`src/hcp_pkg.sv`:
```
// Shared types, constants and mod 26 helpers for the 2x2 Hill cipher core.
package hcp_pkg;

    localparam int LETTER_W = 5;
    localparam int MOD_W    = 12;

    localparam logic [LETTER_W-1:0] LETTER_MOD = 5'd26;
    localparam logic [LETTER_W-1:0] PAD_LETTER = 5'd23;

    // Reciprocal of 26 scaled by 2^16, exact for every dividend below 4096.
    localparam logic [MOD_W-1:0] RECIP_26 = 12'd2521;

    localparam logic KIND_ENCRYPT = 1'b0;
    localparam logic KIND_DECRYPT = 1'b1;

    localparam int CFG_INDEX_W = 3;
    localparam logic [CFG_INDEX_W-1:0] REG_KEY_ROW0_COL0 = 3'd0;
    localparam logic [CFG_INDEX_W-1:0] REG_KEY_ROW0_COL1 = 3'd1;
    localparam logic [CFG_INDEX_W-1:0] REG_KEY_ROW1_COL0 = 3'd2;
    localparam logic [CFG_INDEX_W-1:0] REG_KEY_ROW1_COL1 = 3'd3;

    typedef struct packed {
        logic                kind;
        logic [LETTER_W-1:0] first;
        logic [LETTER_W-1:0] second;
    } t_item;

    typedef struct packed {
        logic [LETTER_W-1:0] k00;
        logic [LETTER_W-1:0] k01;
        logic [LETTER_W-1:0] k10;
        logic [LETTER_W-1:0] k11;
    } t_key;

    typedef struct packed {
        logic                found;
        logic [LETTER_W-1:0] value;
    } t_inv;

    // Residue mod 26 of a value below 4096, by reciprocal multiplication.
    function automatic logic [LETTER_W-1:0] mod26(input logic [MOD_W-1:0] x);
        logic [2*MOD_W-1:0] p;
        logic [7:0]         q;
        logic [MOD_W-1:0]   r;
        p = {{MOD_W{1'b0}}, x} * {{MOD_W{1'b0}}, RECIP_26};
        q = p[23:16];
        r = x - MOD_W'({4'd0, q} * MOD_W'(LETTER_MOD));
        return r[LETTER_W-1:0];
    endfunction

    // Additive inverse mod 26 of a value below 4096.
    function automatic logic [LETTER_W-1:0] neg26(input logic [MOD_W-1:0] x);
        logic [LETTER_W-1:0] r;
        r = mod26(x);
        return (r == '0) ? '0 : LETTER_MOD - r;
    endfunction

    // Multiplicative inverse mod 26 of a residue, if one exists.
    function automatic t_inv inv26(input logic [LETTER_W-1:0] d);
        t_inv res;
        res.found = 1'b1;
        case (d)
            5'd1:    res.value = 5'd1;
            5'd3:    res.value = 5'd9;
            5'd5:    res.value = 5'd21;
            5'd7:    res.value = 5'd15;
            5'd9:    res.value = 5'd3;
            5'd11:   res.value = 5'd19;
            5'd15:   res.value = 5'd7;
            5'd17:   res.value = 5'd23;
            5'd19:   res.value = 5'd11;
            5'd21:   res.value = 5'd5;
            5'd23:   res.value = 5'd17;
            5'd25:   res.value = 5'd25;
            default: begin
                res.found = 1'b0;
                res.value = '0;
            end
        endcase
        return res;
    endfunction

endpackage

```
`src/hcp_front.sv`:
```
// Front stage: takes letter pairs, applies padding and registers the request.
module hcp_front (
    input  logic                          i_clk,
    input  logic                          i_rst_n,
    input  logic                          i_valid,
    output logic                          o_ready,
    input  logic                          i_kind,
    input  logic [hcp_pkg::LETTER_W-1:0]  i_first,
    input  logic [hcp_pkg::LETTER_W-1:0]  i_second,
    input  logic                          i_pad,
    output logic                          o_valid,
    input  logic                          i_ready,
    output hcp_pkg::t_item                o_item
);

    logic           r_valid;
    hcp_pkg::t_item r_item;
    hcp_pkg::t_item n_item;

    assign o_ready = !r_valid || i_ready;

    always_comb begin
        n_item.kind   = i_kind;
        n_item.first  = i_first;
        n_item.second = i_pad ? hcp_pkg::PAD_LETTER : i_second;
    end

    always_ff @(posedge i_clk) begin
        if (!i_rst_n) begin
            r_valid <= 1'b0;
        end else if (o_ready) begin
            r_valid <= i_valid;
        end
    end

    always_ff @(posedge i_clk) begin
        if (o_ready && i_valid) begin
            r_item <= n_item;
        end
    end

    assign o_valid = r_valid;
    assign o_item  = r_item;

endmodule

```
`src/hcp_queue.sv`:
```
// Small request queue between the front stage and the arithmetic pipeline.
module hcp_queue #(
    parameter int DEPTH = 2
) (
    input  logic           i_clk,
    input  logic           i_rst_n,
    input  logic           i_valid,
    output logic           o_ready,
    input  hcp_pkg::t_item i_item,
    output logic           o_valid,
    input  logic           i_ready,
    output hcp_pkg::t_item o_item
);

    localparam int PTR_W = (DEPTH > 1) ? $clog2(DEPTH) : 1;
    localparam int CNT_W = $clog2(DEPTH + 1);
    localparam logic [PTR_W-1:0] LAST_PTR = PTR_W'(DEPTH - 1);
    localparam logic [CNT_W-1:0] FULL_CNT = CNT_W'(DEPTH);

    hcp_pkg::t_item   r_mem [DEPTH];
    logic [PTR_W-1:0] r_wr_ptr;
    logic [PTR_W-1:0] r_rd_ptr;
    logic [CNT_W-1:0] r_count;
    logic             push;
    logic             pop;

    assign o_ready = (r_count != FULL_CNT);
    assign o_valid = (r_count != '0);
    assign push    = i_valid && o_ready;
    assign pop     = o_valid && i_ready;
    assign o_item  = r_mem[r_rd_ptr];

    always_ff @(posedge i_clk) begin
        if (!i_rst_n) begin
            r_wr_ptr <= '0;
            r_rd_ptr <= '0;
            r_count  <= '0;
        end else begin
            if (push) begin
                r_wr_ptr <= (r_wr_ptr == LAST_PTR) ? '0 : r_wr_ptr + 1'b1;
            end
            if (pop) begin
                r_rd_ptr <= (r_rd_ptr == LAST_PTR) ? '0 : r_rd_ptr + 1'b1;
            end
            if (push && !pop) begin
                r_count <= r_count + 1'b1;
            end else if (pop && !push) begin
                r_count <= r_count - 1'b1;
            end
        end
    end

    always_ff @(posedge i_clk) begin
        if (push) begin
            r_mem[r_wr_ptr] <= i_item;
        end
    end

    a_no_overflow: assert property (@(posedge i_clk) disable iff (!i_rst_n)
        (r_count == FULL_CNT) |-> !push)
        else $error("queue written while full");

    a_no_underflow: assert property (@(posedge i_clk) disable iff (!i_rst_n)
        (r_count == '0) |-> !pop)
        else $error("queue read while empty");

    a_count_bound: assert property (@(posedge i_clk) disable iff (!i_rst_n)
        r_count <= FULL_CNT)
        else $error("queue fill count beyond depth");

endmodule

```
`src/hcp_back.sv`:
```
// Arithmetic pipeline: inverse determinant, working matrix, then the product.
module hcp_back (
    input  logic                          i_clk,
    input  logic                          i_rst_n,
    input  logic                          i_valid,
    output logic                          o_ready,
    input  hcp_pkg::t_item                i_item,
    input  hcp_pkg::t_key                 i_key,
    output logic                          o_valid,
    input  logic                          i_ready,
    output logic [hcp_pkg::LETTER_W-1:0]  o_first,
    output logic [hcp_pkg::LETTER_W-1:0]  o_second,
    output logic                          o_invalid
);

    localparam int W  = hcp_pkg::LETTER_W;
    localparam int MW = hcp_pkg::MOD_W;

    // Stage 1: determinant and its inverse.
    logic           r1_valid;
    hcp_pkg::t_item r1_item;
    hcp_pkg::t_inv  r1_inv;
    // Stage 2: working matrix.
    logic           r2_valid;
    hcp_pkg::t_item r2_item;
    logic           r2_invalid;
    logic [W-1:0]   r2_m00, r2_m01, r2_m10, r2_m11;
    // Stage 3: result register.
    logic           r3_valid;
    logic [W-1:0]   r3_first, r3_second;
    logic           r3_invalid;

    logic rdy1, rdy2, rdy3;

    assign rdy3    = !r3_valid || i_ready;
    assign rdy2    = !r2_valid || rdy3;
    assign rdy1    = !r1_valid || rdy2;
    assign o_ready = rdy1;

    // Stage 1 arithmetic.
    logic [W-1:0]  d_pos, d_neg, n_det;
    logic [W:0]    det_sum;
    hcp_pkg::t_inv n_inv;

    always_comb begin
        d_pos   = hcp_pkg::mod26(MW'(i_key.k00 * i_key.k11));
        d_neg   = hcp_pkg::mod26(MW'(i_key.k01 * i_key.k10));
        det_sum = {1'b0, d_pos} + {1'b0, hcp_pkg::LETTER_MOD} - {1'b0, d_neg};
        n_det   = (det_sum >= {1'b0, hcp_pkg::LETTER_MOD})
                  ? W'(det_sum - {1'b0, hcp_pkg::LETTER_MOD}) : det_sum[W-1:0];
        n_inv   = hcp_pkg::inv26(n_det);
    end

    // Stage 2 arithmetic.
    logic [W-1:0] n_m00, n_m01, n_m10, n_m11;
    logic         n_invalid2;

    always_comb begin
        if (r1_item.kind == hcp_pkg::KIND_ENCRYPT) begin
            n_m00      = i_key.k00;
            n_m01      = i_key.k01;
            n_m10      = i_key.k10;
            n_m11      = i_key.k11;
            n_invalid2 = 1'b0;
        end else begin
            n_m00      = hcp_pkg::mod26(MW'(i_key.k11 * r1_inv.value));
            n_m01      = hcp_pkg::neg26(MW'(i_key.k01 * r1_inv.value));
            n_m10      = hcp_pkg::neg26(MW'(i_key.k10 * r1_inv.value));
            n_m11      = hcp_pkg::mod26(MW'(i_key.k00 * r1_inv.value));
            n_invalid2 = !r1_inv.found;
        end
    end

    // Stage 3 arithmetic.
    logic [W-1:0] n_first, n_second;

    always_comb begin
        if (r2_invalid) begin
            n_first  = '0;
            n_second = '0;
        end else begin
            n_first  = hcp_pkg::mod26(MW'(r2_m00 * r2_item.first)
                                      + MW'(r2_m01 * r2_item.second));
            n_second = hcp_pkg::mod26(MW'(r2_m10 * r2_item.first)
                                      + MW'(r2_m11 * r2_item.second));
        end
    end

    always_ff @(posedge i_clk) begin
        if (!i_rst_n) begin
            r1_valid <= 1'b0;
            r2_valid <= 1'b0;
            r3_valid <= 1'b0;
        end else begin
            if (rdy1) r1_valid <= i_valid;
            if (rdy2) r2_valid <= r1_valid;
            if (rdy3) r3_valid <= r2_valid;
        end
    end

    always_ff @(posedge i_clk) begin
        if (rdy1 && i_valid) begin
            r1_item <= i_item;
            r1_inv  <= n_inv;
        end
        if (rdy2 && r1_valid) begin
            r2_item    <= r1_item;
            r2_invalid <= n_invalid2;
            r2_m00     <= n_m00;
            r2_m01     <= n_m01;
            r2_m10     <= n_m10;
            r2_m11     <= n_m11;
        end
        if (rdy3 && r2_valid) begin
            r3_first   <= n_first;
            r3_second  <= n_second;
            r3_invalid <= r2_invalid;
        end
    end

    assign o_valid   = r3_valid;
    assign o_first   = r3_first;
    assign o_second  = r3_second;
    assign o_invalid = r3_invalid;

    a_result_range: assert property (@(posedge i_clk) disable iff (!i_rst_n)
        r3_valid |-> (r3_first < hcp_pkg::LETTER_MOD) && (r3_second < hcp_pkg::LETTER_MOD))
        else $error("result letter out of range");

    a_invalid_zero: assert property (@(posedge i_clk) disable iff (!i_rst_n)
        (r3_valid && r3_invalid) |-> (r3_first == '0) && (r3_second == '0))
        else $error("invalid key result carries non-zero letters");

    a_encrypt_valid: assert property (@(posedge i_clk) disable iff (!i_rst_n)
        (r2_valid && (r2_item.kind == hcp_pkg::KIND_ENCRYPT)) |-> !r2_invalid)
        else $error("encrypt request flagged with invalid key");

endmodule

```
`src/hill_cipher_pair_mod26_core.sv`:
```
// Top level of the 2x2 Hill cipher core: key registers, front, queue and pipeline.
//
// Channel   Direction  Width  Contents
// s_axis    in         16+2   letter pair, pad flag and encrypt/decrypt kind
// m_axis    out        16+1   result letter pair and key-invalid flag
// cfg       in         3+5    key matrix entry writes, index 0 to 3
//
// One request is accepted per cycle and one result leaves per cycle while
// m_axis_tready stays high. Between its capture in the front register and its
// appearance on m_axis, a request passes through the queue and then each of
// the three arithmetic pipeline stages.
// Reset is synchronous and active low; it empties every stage and loads the
// identity key. A stall on m_axis fills the pipeline, the queue and then the
// front register before s_axis_tready drops.
module hill_cipher_pair_mod26_core #(
    parameter int QUEUE_DEPTH = 2
) (
    input  logic        i_clk,
    input  logic        i_rst_n,
    input  logic        s_axis_tvalid,
    output logic        s_axis_tready,
    // [4:0] letter_first, [9:5] letter_second, [15:10] zero
    input  logic [15:0] s_axis_tdata,
    // [0] kind, [1] pad_second
    input  logic [1:0]  s_axis_tuser,
    output logic        m_axis_tvalid,
    input  logic        m_axis_tready,
    // [4:0] out_first, [9:5] out_second, [15:10] zero
    output logic [15:0] m_axis_tdata,
    // [0] key_invalid
    output logic        m_axis_tuser,
    input  logic        i_cfg_valid,
    output logic        o_cfg_ready,
    input  logic [hcp_pkg::CFG_INDEX_W-1:0] i_cfg_index,
    input  logic [hcp_pkg::LETTER_W-1:0]    i_cfg_data
);

    // Key matrix registers. Writes to an index beyond the four entries are
    // accepted and dropped. The key must only be rewritten while the core is idle,
    // so the pipeline may read it at any stage; the core does not enforce this.
    hcp_pkg::t_key r_key;

    assign o_cfg_ready = 1'b1;

    always_ff @(posedge i_clk) begin
        if (!i_rst_n) begin
            r_key.k00 <= 5'd1;
            r_key.k01 <= 5'd0;
            r_key.k10 <= 5'd0;
            r_key.k11 <= 5'd1;
        end else if (i_cfg_valid) begin
            case (i_cfg_index)
                hcp_pkg::REG_KEY_ROW0_COL0: r_key.k00 <= i_cfg_data;
                hcp_pkg::REG_KEY_ROW0_COL1: r_key.k01 <= i_cfg_data;
                hcp_pkg::REG_KEY_ROW1_COL0: r_key.k10 <= i_cfg_data;
                hcp_pkg::REG_KEY_ROW1_COL1: r_key.k11 <= i_cfg_data;
                default: ;
            endcase
        end
    end

    // Front register: padding is applied here, before the request is queued.
    logic           front_valid;
    logic           front_ready;
    hcp_pkg::t_item front_item;

    hcp_front u_front (
        .i_clk    (i_clk),
        .i_rst_n  (i_rst_n),
        .i_valid  (s_axis_tvalid),
        .o_ready  (s_axis_tready),
        .i_kind   (s_axis_tuser[0]),
        .i_first  (s_axis_tdata[4:0]),
        .i_second (s_axis_tdata[9:5]),
        .i_pad    (s_axis_tuser[1]),
        .o_valid  (front_valid),
        .i_ready  (front_ready),
        .o_item   (front_item)
    );

    // The queue lets the front keep accepting while the pipeline is stalled.
    logic           queue_valid;
    logic           queue_ready;
    hcp_pkg::t_item queue_item;

    hcp_queue #(
        .DEPTH (QUEUE_DEPTH)
    ) u_queue (
        .i_clk   (i_clk),
        .i_rst_n (i_rst_n),
        .i_valid (front_valid),
        .o_ready (front_ready),
        .i_item  (front_item),
        .o_valid (queue_valid),
        .i_ready (queue_ready),
        .o_item  (queue_item)
    );

    // Arithmetic pipeline; its last stage is the output register.
    logic [hcp_pkg::LETTER_W-1:0] res_first;
    logic [hcp_pkg::LETTER_W-1:0] res_second;

    hcp_back u_back (
        .i_clk     (i_clk),
        .i_rst_n   (i_rst_n),
        .i_valid   (queue_valid),
        .o_ready   (queue_ready),
        .i_item    (queue_item),
        .i_key     (r_key),
        .o_valid   (m_axis_tvalid),
        .i_ready   (m_axis_tready),
        .o_first   (res_first),
        .o_second  (res_second),
        .o_invalid (m_axis_tuser)
    );

    assign m_axis_tdata = {6'd0, res_second, res_first};

endmodule
```
`config.mk`:
```
export PLATFORM = sky130hd
export DESIGN_NAME = hill_cipher_pair_mod26_core
export DESIGN_NICKNAME = d
export VERILOG_FILES = /design/src/hcp_pkg.sv /design/src/hcp_front.sv /design/src/hcp_queue.sv /design/src/hcp_back.sv /design/src/hill_cipher_pair_mod26_core.sv
export SDC_FILE = /design/constraint.sdc
export NUM_CORES = 2
export LEC_CHECK = 0
export BUFFER_PORTS_ARGS = -buffer_cell sky130_fd_sc_hd__buf_2
export CORE_MARGIN = 5
export CORE_UTILIZATION = 55
export CTS_BUF_LIST = sky130_fd_sc_hd__clkbuf_4
export DETAILED_ROUTE_END_ITERATION = 8
export PLACE_DENSITY = 0.77
export SLEW_MARGIN = 15
export SYNTH_ARGS = -nofsm -noshare
export SYNTH_HDL_FRONTEND = slang
export SYNTH_SLANG_ARGS = --single-unit
```
`constraint.sdc`:
```
create_clock -name i_clk -period 19.55 [get_ports i_clk]
set_input_delay 1.955 -clock i_clk [delete_from_list [all_inputs] [get_ports i_clk]]
set_output_delay 1.955 -clock i_clk [all_outputs]
set_load 0.01 [all_outputs]
```
# Word-level counts from Yosys, hierarchy flattened
# Memories as Yosys holds them, arrays and structs flattened. A register that Yosys moved wholly into a read port is not among the register bits.
# Index checks and enable logic that the tools add are counted.
word_totals:
  memories: 1
  ff_bits: 87
  inputBits: 31
  mem_bits_rw: 22
  latchBits: 0
  romBits: 0
op_classes:
  n_div: 0
  bitwise_logic: 0
  n_shift: 0
  magnitude_cmp: 1
  mux: 15
  n_addsub: 19
  multipliers: 26
  reduce_logical: 28
  n_eq_ne: 16
mem_list:
  columns: ["name", "depth", "width", "rd", "rd_clocked_by_memory_dff", "wr", "line", "text"]
  rows:
  - ["u_queue.r_mem", 2, 11, 1, 1, 1, "hcp_queue.sv:20", "hcp_pkg::t_item r_mem [DEPTH];"]
op_table:
  columns: ["cell", "n"]
  rows:
  - ["$mul A10 B12 Y22 const B", 6]
  - ["$mul A5 B5 Y10", 10]
  - ["$pmux W5 S12", 1]
  - ["$mul A11 B12 Y23 const B", 2]
  - ["$sub A5 B5 Y5", 8]
  - ["$mul A6 B4 Y4 const B", 6]
  - ["$mux W5", 7]
  - ["$eq A5 B5 Y1 const B", 5]
  - ["$add A10 B10 Y11", 2]
  - ["$mul A8 B4 Y4 const B", 2]
  - ["$eq A5 B4 Y1 const B", 3]
  - ["$reduce_or A12 Y1", 1]
  - ["$eq A5 B3 Y1 const B", 2]
  - ["$logic_not A5 Y1", 2]
  - ["$sub A5 B5 Y5 const A", 2]
  - ["$reduce_and A2 Y1", 4]
  - ["$logic_and A1 B1 Y1", 7]
  - ["$logic_not A1 Y1", 7]
  - ["$add A5 B5 Y6 const B", 1]
  - ["$eq A3 B2 Y1 const B", 2]
  - ["$ge A6 B5 Y1 const B", 1]
  - ["$sub A6 B5 Y6", 1]
  - ["$eq A5 B1 Y1 const B", 1]
  - ["$eq A5 B2 Y1 const B", 1]
  - ["other kinds (11)", 21]

# Logic depth before layout (Yosys ltp)
depth:
  ltp_word: 11
  mapped_depth: 51

# Modules after synthesis
# Synthesis repeated with hierarchy kept, for this count alone.
hier_totals:
  cells_unflattened: 2956
  hier_area_um2: 29148.0
modules_own_cells:
  columns: ["module", "area_each_um2", "cells_per_inst", "n_inst"]
  rows:
  - ["hcp_back", 26864.5, 2792, 1]
  - ["hcp_queue", 1032.2, 58, 1]
  - ["hill_cipher_pair_mod26_core", 832.0, 85, 1]
  - ["hcp_front", 419.2, 21, 1]

# Worst setup path after synthesis
# OpenSTA, ideal clock, no wires.
synth_timing:
  path_kind: "register to register"
  from: "reg u_back.r2_item[8] (netlist bit)"
  to: "reg u_back.r3_first[4] (netlist: u_back.o_first[4]), data pin"
  path_buffers: 1
  path_stages_with_launch: 46
  slack_ps: 8880
  setup_time_ps: 266
  arrival_time_ps: 10404
  cell_sequence: "edfxtp_1 > clkbuf_1 > and2_1 > fa_1 > inv_1 > fa_1 > inv_1 > fa_1 > inv_1 > fa_1 > inv_1 > fa_1 > ha_1 > o21ai_0 > nand2b_1 > a21o_1 > a21o_1 > a21o_1 > [... 10 more ...] > o21ai_0 > nor2_1 > o21ai_0 > o311ai_2 > a21oi_1 > o21bai_1 > xor2_1 > ha_1 > inv_1 > ha_1 > a21oi_1 > nand2_1 > xnor2_1 > xnor2_1 > xnor3_1 > xnor2_1 > xnor2_1 > nor2_1"
synth_between:
  elab_chain_len: 5
synth_rtl:
  columns: ["item", "line", "text"]
  rows:
  - ["start, declared", "hcp_back.sv:25", "hcp_pkg::t_item r2_item;"]
  - ["start signal, assigned", "hcp_back.sv:107", "r2_item <= r1_item;"]
  - ["$mul A5 B5 Y10 *", "hcp_back.sv:82", "n_first = hcp_pkg::mod26(MW'(r2_m00 * r2_item.first)"]
  - ["$add A10 B10 Y11 *", "hcp_back.sv:83", "+ MW'(r2_m01 * r2_item.second));"]
  - ["$mul A11 B12 Y23", "hcp_pkg.sv:45", "p = {{MOD_W{1'b0}}, x} * {{MOD_W{1'b0}}, RECIP_26};"]
  - ["$mul A8 B4 Y4", "hcp_pkg.sv:47", "r = x - MOD_W'({4'd0, q} * MOD_W'(LETTER_MOD));"]
  - ["$sub A5 B5 Y5 *", "hcp_pkg.sv:47", null]
  - ["end signal, assigned", "hcp_back.sv:115", "r3_first <= n_first;"]
  - ["end, declared", "hcp_back.sv:30", "logic [W-1:0] r3_first, r3_second;"]
# Every way passes the cells marked *; elsewhere a longest branch is shown, timed or not.
# A chain may end at the register's enable or synchronous reset.

==> key figures <==
Clocking
  – Clock sinks: 119
  – Clock Tree Root: clkbuf_4
  – Clock buffer count from CTS: 17
  – Worst-Skew Late Latency: 0.56 ns
  – H-tree levels: 4
  – # resized after CTS: 0
  – Cts hold-fix bufs: 0
  – CTS max path bufs: 2
  – Postcts setup bufs: 0
  – Clk slew on worst S/H paths: 0.13 ns
  – TritonCTS clock tree: built

Critical path
  – Kind of critical path: reg -> reg
  – Worst Setup End Kind: flip-flop
  – Worst EP required: 19.94 ns
  – Reg2reg setup slack: 7.74 ns
  – Worst r2r src: r_key[17]$_SDFFE_PN0P_
  – Critical Path Max Stage Delay: 0.62 ns
  – Worst Setup SP: r_key[17]$_SDFFE_PN0P_
  – Cell mode on critical path: ha_1
  – Slowest cell on the critical path: dfxtp_1
  – CP Max Fanout: 12
  – CP Launch Type: flip-flop
  – Data arrival, critical path: 12.19 ns
  – FF-to-FF path depth: 49

STA
  – TNS Setup: 0 ns
  – Fin. max-slew vios: 0
  – Rel. slew slack: 19.64%
  – Final hold violation count: 0
  – Max Freq: 84.71 MHz
  – Worst Skew: 0.02406 ns
  – Fin crit share: 60.38%
  – Min cycle time layout: 11.81 ns
  – Worst slew pin tran: 1.203 ns
  – Endpoints failing setup: 0
  – RSZ-0062 raised after global routing: false

Placement
  – Detail Placement HPWL: 46900 um
  – PortBufs: 37
  – RD Place Congestion: 0.8937

GRT
  – Largest net degree at the start of global routing: 32
  – First-pass GRT wire length: 95080 um
  – Total Routing Usage GR: 19.63%
  – Gr ovfl total: 0
  – Vias in the first global route: 21103
  – Initial antenna violation count: 4

Flow run
  – MaxCap Viol Count: 0

Synth
  – Synth unique cells: 74
  – Seq/Total Area, Yosys: 11.41%
  – Mapped Cells: 2909
  – Mapped Area: 0.02887 mm2
  – Flops & latches, synth: 119
  – Post-synth EDFFs: 91
  – Avg Cell Area, Syn: 9.926 um2
  – Ys async rst share: 0%
  – Ys flop type: edfxtp_1
  – Warnings, synthesis: 0

Die
  – Row count: 84
  – Io pins: 51
  – Die Height: 239.1 um
  – Starting density of the core: 55.28%
  – Die width: 239.1 um
  – Total die area: 0.05718 mm2
  – Core box area: 0.05224 mm2

Detailed routing
  – Vias per inst: 5.206
  – Max layer used: met5
  – WL/cell: 14.74 um
  – M1 WL: 22880 um
  – ANT nets after route: 0
  – Remaining DRCs: 0
  – Final wirelength: 53490 um
  – Metal3 WL: 1450 um
  – Initial DRC Count: 775
  – Total number of vias: 18899
  – Drt pass-1 iters: 8
  – Met2 WL post-DR: 28450 um

Worst hold path
  – HP Start: u_back.r1_item[1]$_DFFE_PP_
  – Hold crit path type: reg -> reg
  – Hold path depth: 0

Cells and area
  – Area of the multi-input gates: 0.02262 mm2
  – Fillers: 4390
  – Highest-count cells in the layout ignoring fill and taps: inv_1 (737), ha_1 (693), fa_1 (387)
  – Commonest non-fill, non-tap cell in the layout: inv_1
  – Area grow syn2layout: 4.255%
  – Final core utilization: 57.63%
  – Reg area: 0.003293 mm2
  – Layout Nets: 4037
  – Layout cells sized above 1: 4.151%

Status
  – Status: complete, no violations
## layer usage
| metal | vias up | global-route usage (%) |
|---|---|---|
| li1 | 9263 | - |
| met1 | 9359 | 24.41 |
| met2 | 224 | 37.07 |
| met3 | 51 | 2.215 |
| met4 | 2 | 3.545 |
| met5 | - | 0 |
## critical path: cells and delay by family, from the launching register on
kind,cells,cell delay [ns]
AO/OA/AOI/OAI,14,2.81
XOR/XNOR,8,1.37
adder cells (fa/ha/maj),14,5.17
buffers and inverters,7,0.50
flip-flops,1,0.62
multiplexers,1,0.32
AND/OR/NAND/NOR,5,0.83
## through the flow
step	hold WS (ns)	cells	area, um2	worst slack, ns
floorplan	0.4003	2914	28890	8.880
global placement	0.4024	3595	29780	8.129
detailed placement	0.4056	3595	29780	7.815
CTS	0.4156	3627	30100	7.741
global route	0.4314	3629	30100	7.013
finish	0.4189	3630	30100	7.745
## registers in the layout (all words and copies together) (netlist names), 2 cells and up
name,cells
u_back.r2_m11,5
u_back.r1_item,11
u_back.r2_m01,5
u_back.r2_m00,5
u_queue.r_mem,22
u_back.o_first,5
u_front.o_item,11
u_back.r1_inv,5
u_queue.r_count,2
r_key,20
u_back.r2_item,10
u_back.r2_m10,5
u_back.o_second,5
## layout make-up
class / count / area share, %
sequential: 119 / 10.94
antenna: 3 / 0.02494
inverter: 737 / 9.190
tap: 688 / 2.860
timing repair buffer: 44 / 0.7897
clock inverter: 15 / 0.6359
multi-input combinational: 2007 / 75.14
clock buffer: 17 / 0.4240
## cells in the mapped netlist, drive strengths merged (28+ instances only)
cell type | instances | share of area, %
inv | 737 | 9.6
ha | 693 | 30
fa | 387 | 27
and2 | 158 | 3.4
nand2 | 133 | 1.7
xnor2 | 118 | 3.6
a21oi | 91 | 1.6
edfxtp | 91 | 9.5
nor2 | 51 | 0.66
clkbuf | 42 | 0.55
a21o | 41 | 1.1
xor2 | 37 | 1.1
nor2b | 33 | 0.74
o21ai | 30 | 0.52
dfxtp | 28 | 1.9
## path summary, 6_finish.rpt
path,endpoint
worst max-delay path,u_back.r1_inv[4]$_DFFE_PP_
worst min-delay path,u_back.r2_item[1]$_DFFE_PP_
worst max register to register,u_back.r1_inv[4]$_DFFE_PP_
worst min register to register,u_back.r2_item[1]$_DFFE_PP_
## logic make-up after synthesis
logic type	after synthesis	share of synthesized area, %
xor gates and xnor gates	161	5.222
buffers and inverters	788	10.33
and+or+nand+nor	453	8.359
muxes	42	1.534
other	2	0.02601
adders and majority gates	1080	56.86
DFF	119	11.41
AOI/OAI and AO/OA	264	6.257
Power is left out: the tool's default activity adds up to more than one toggle a clock period on the data nets, which glitch-free logic cannot reach.
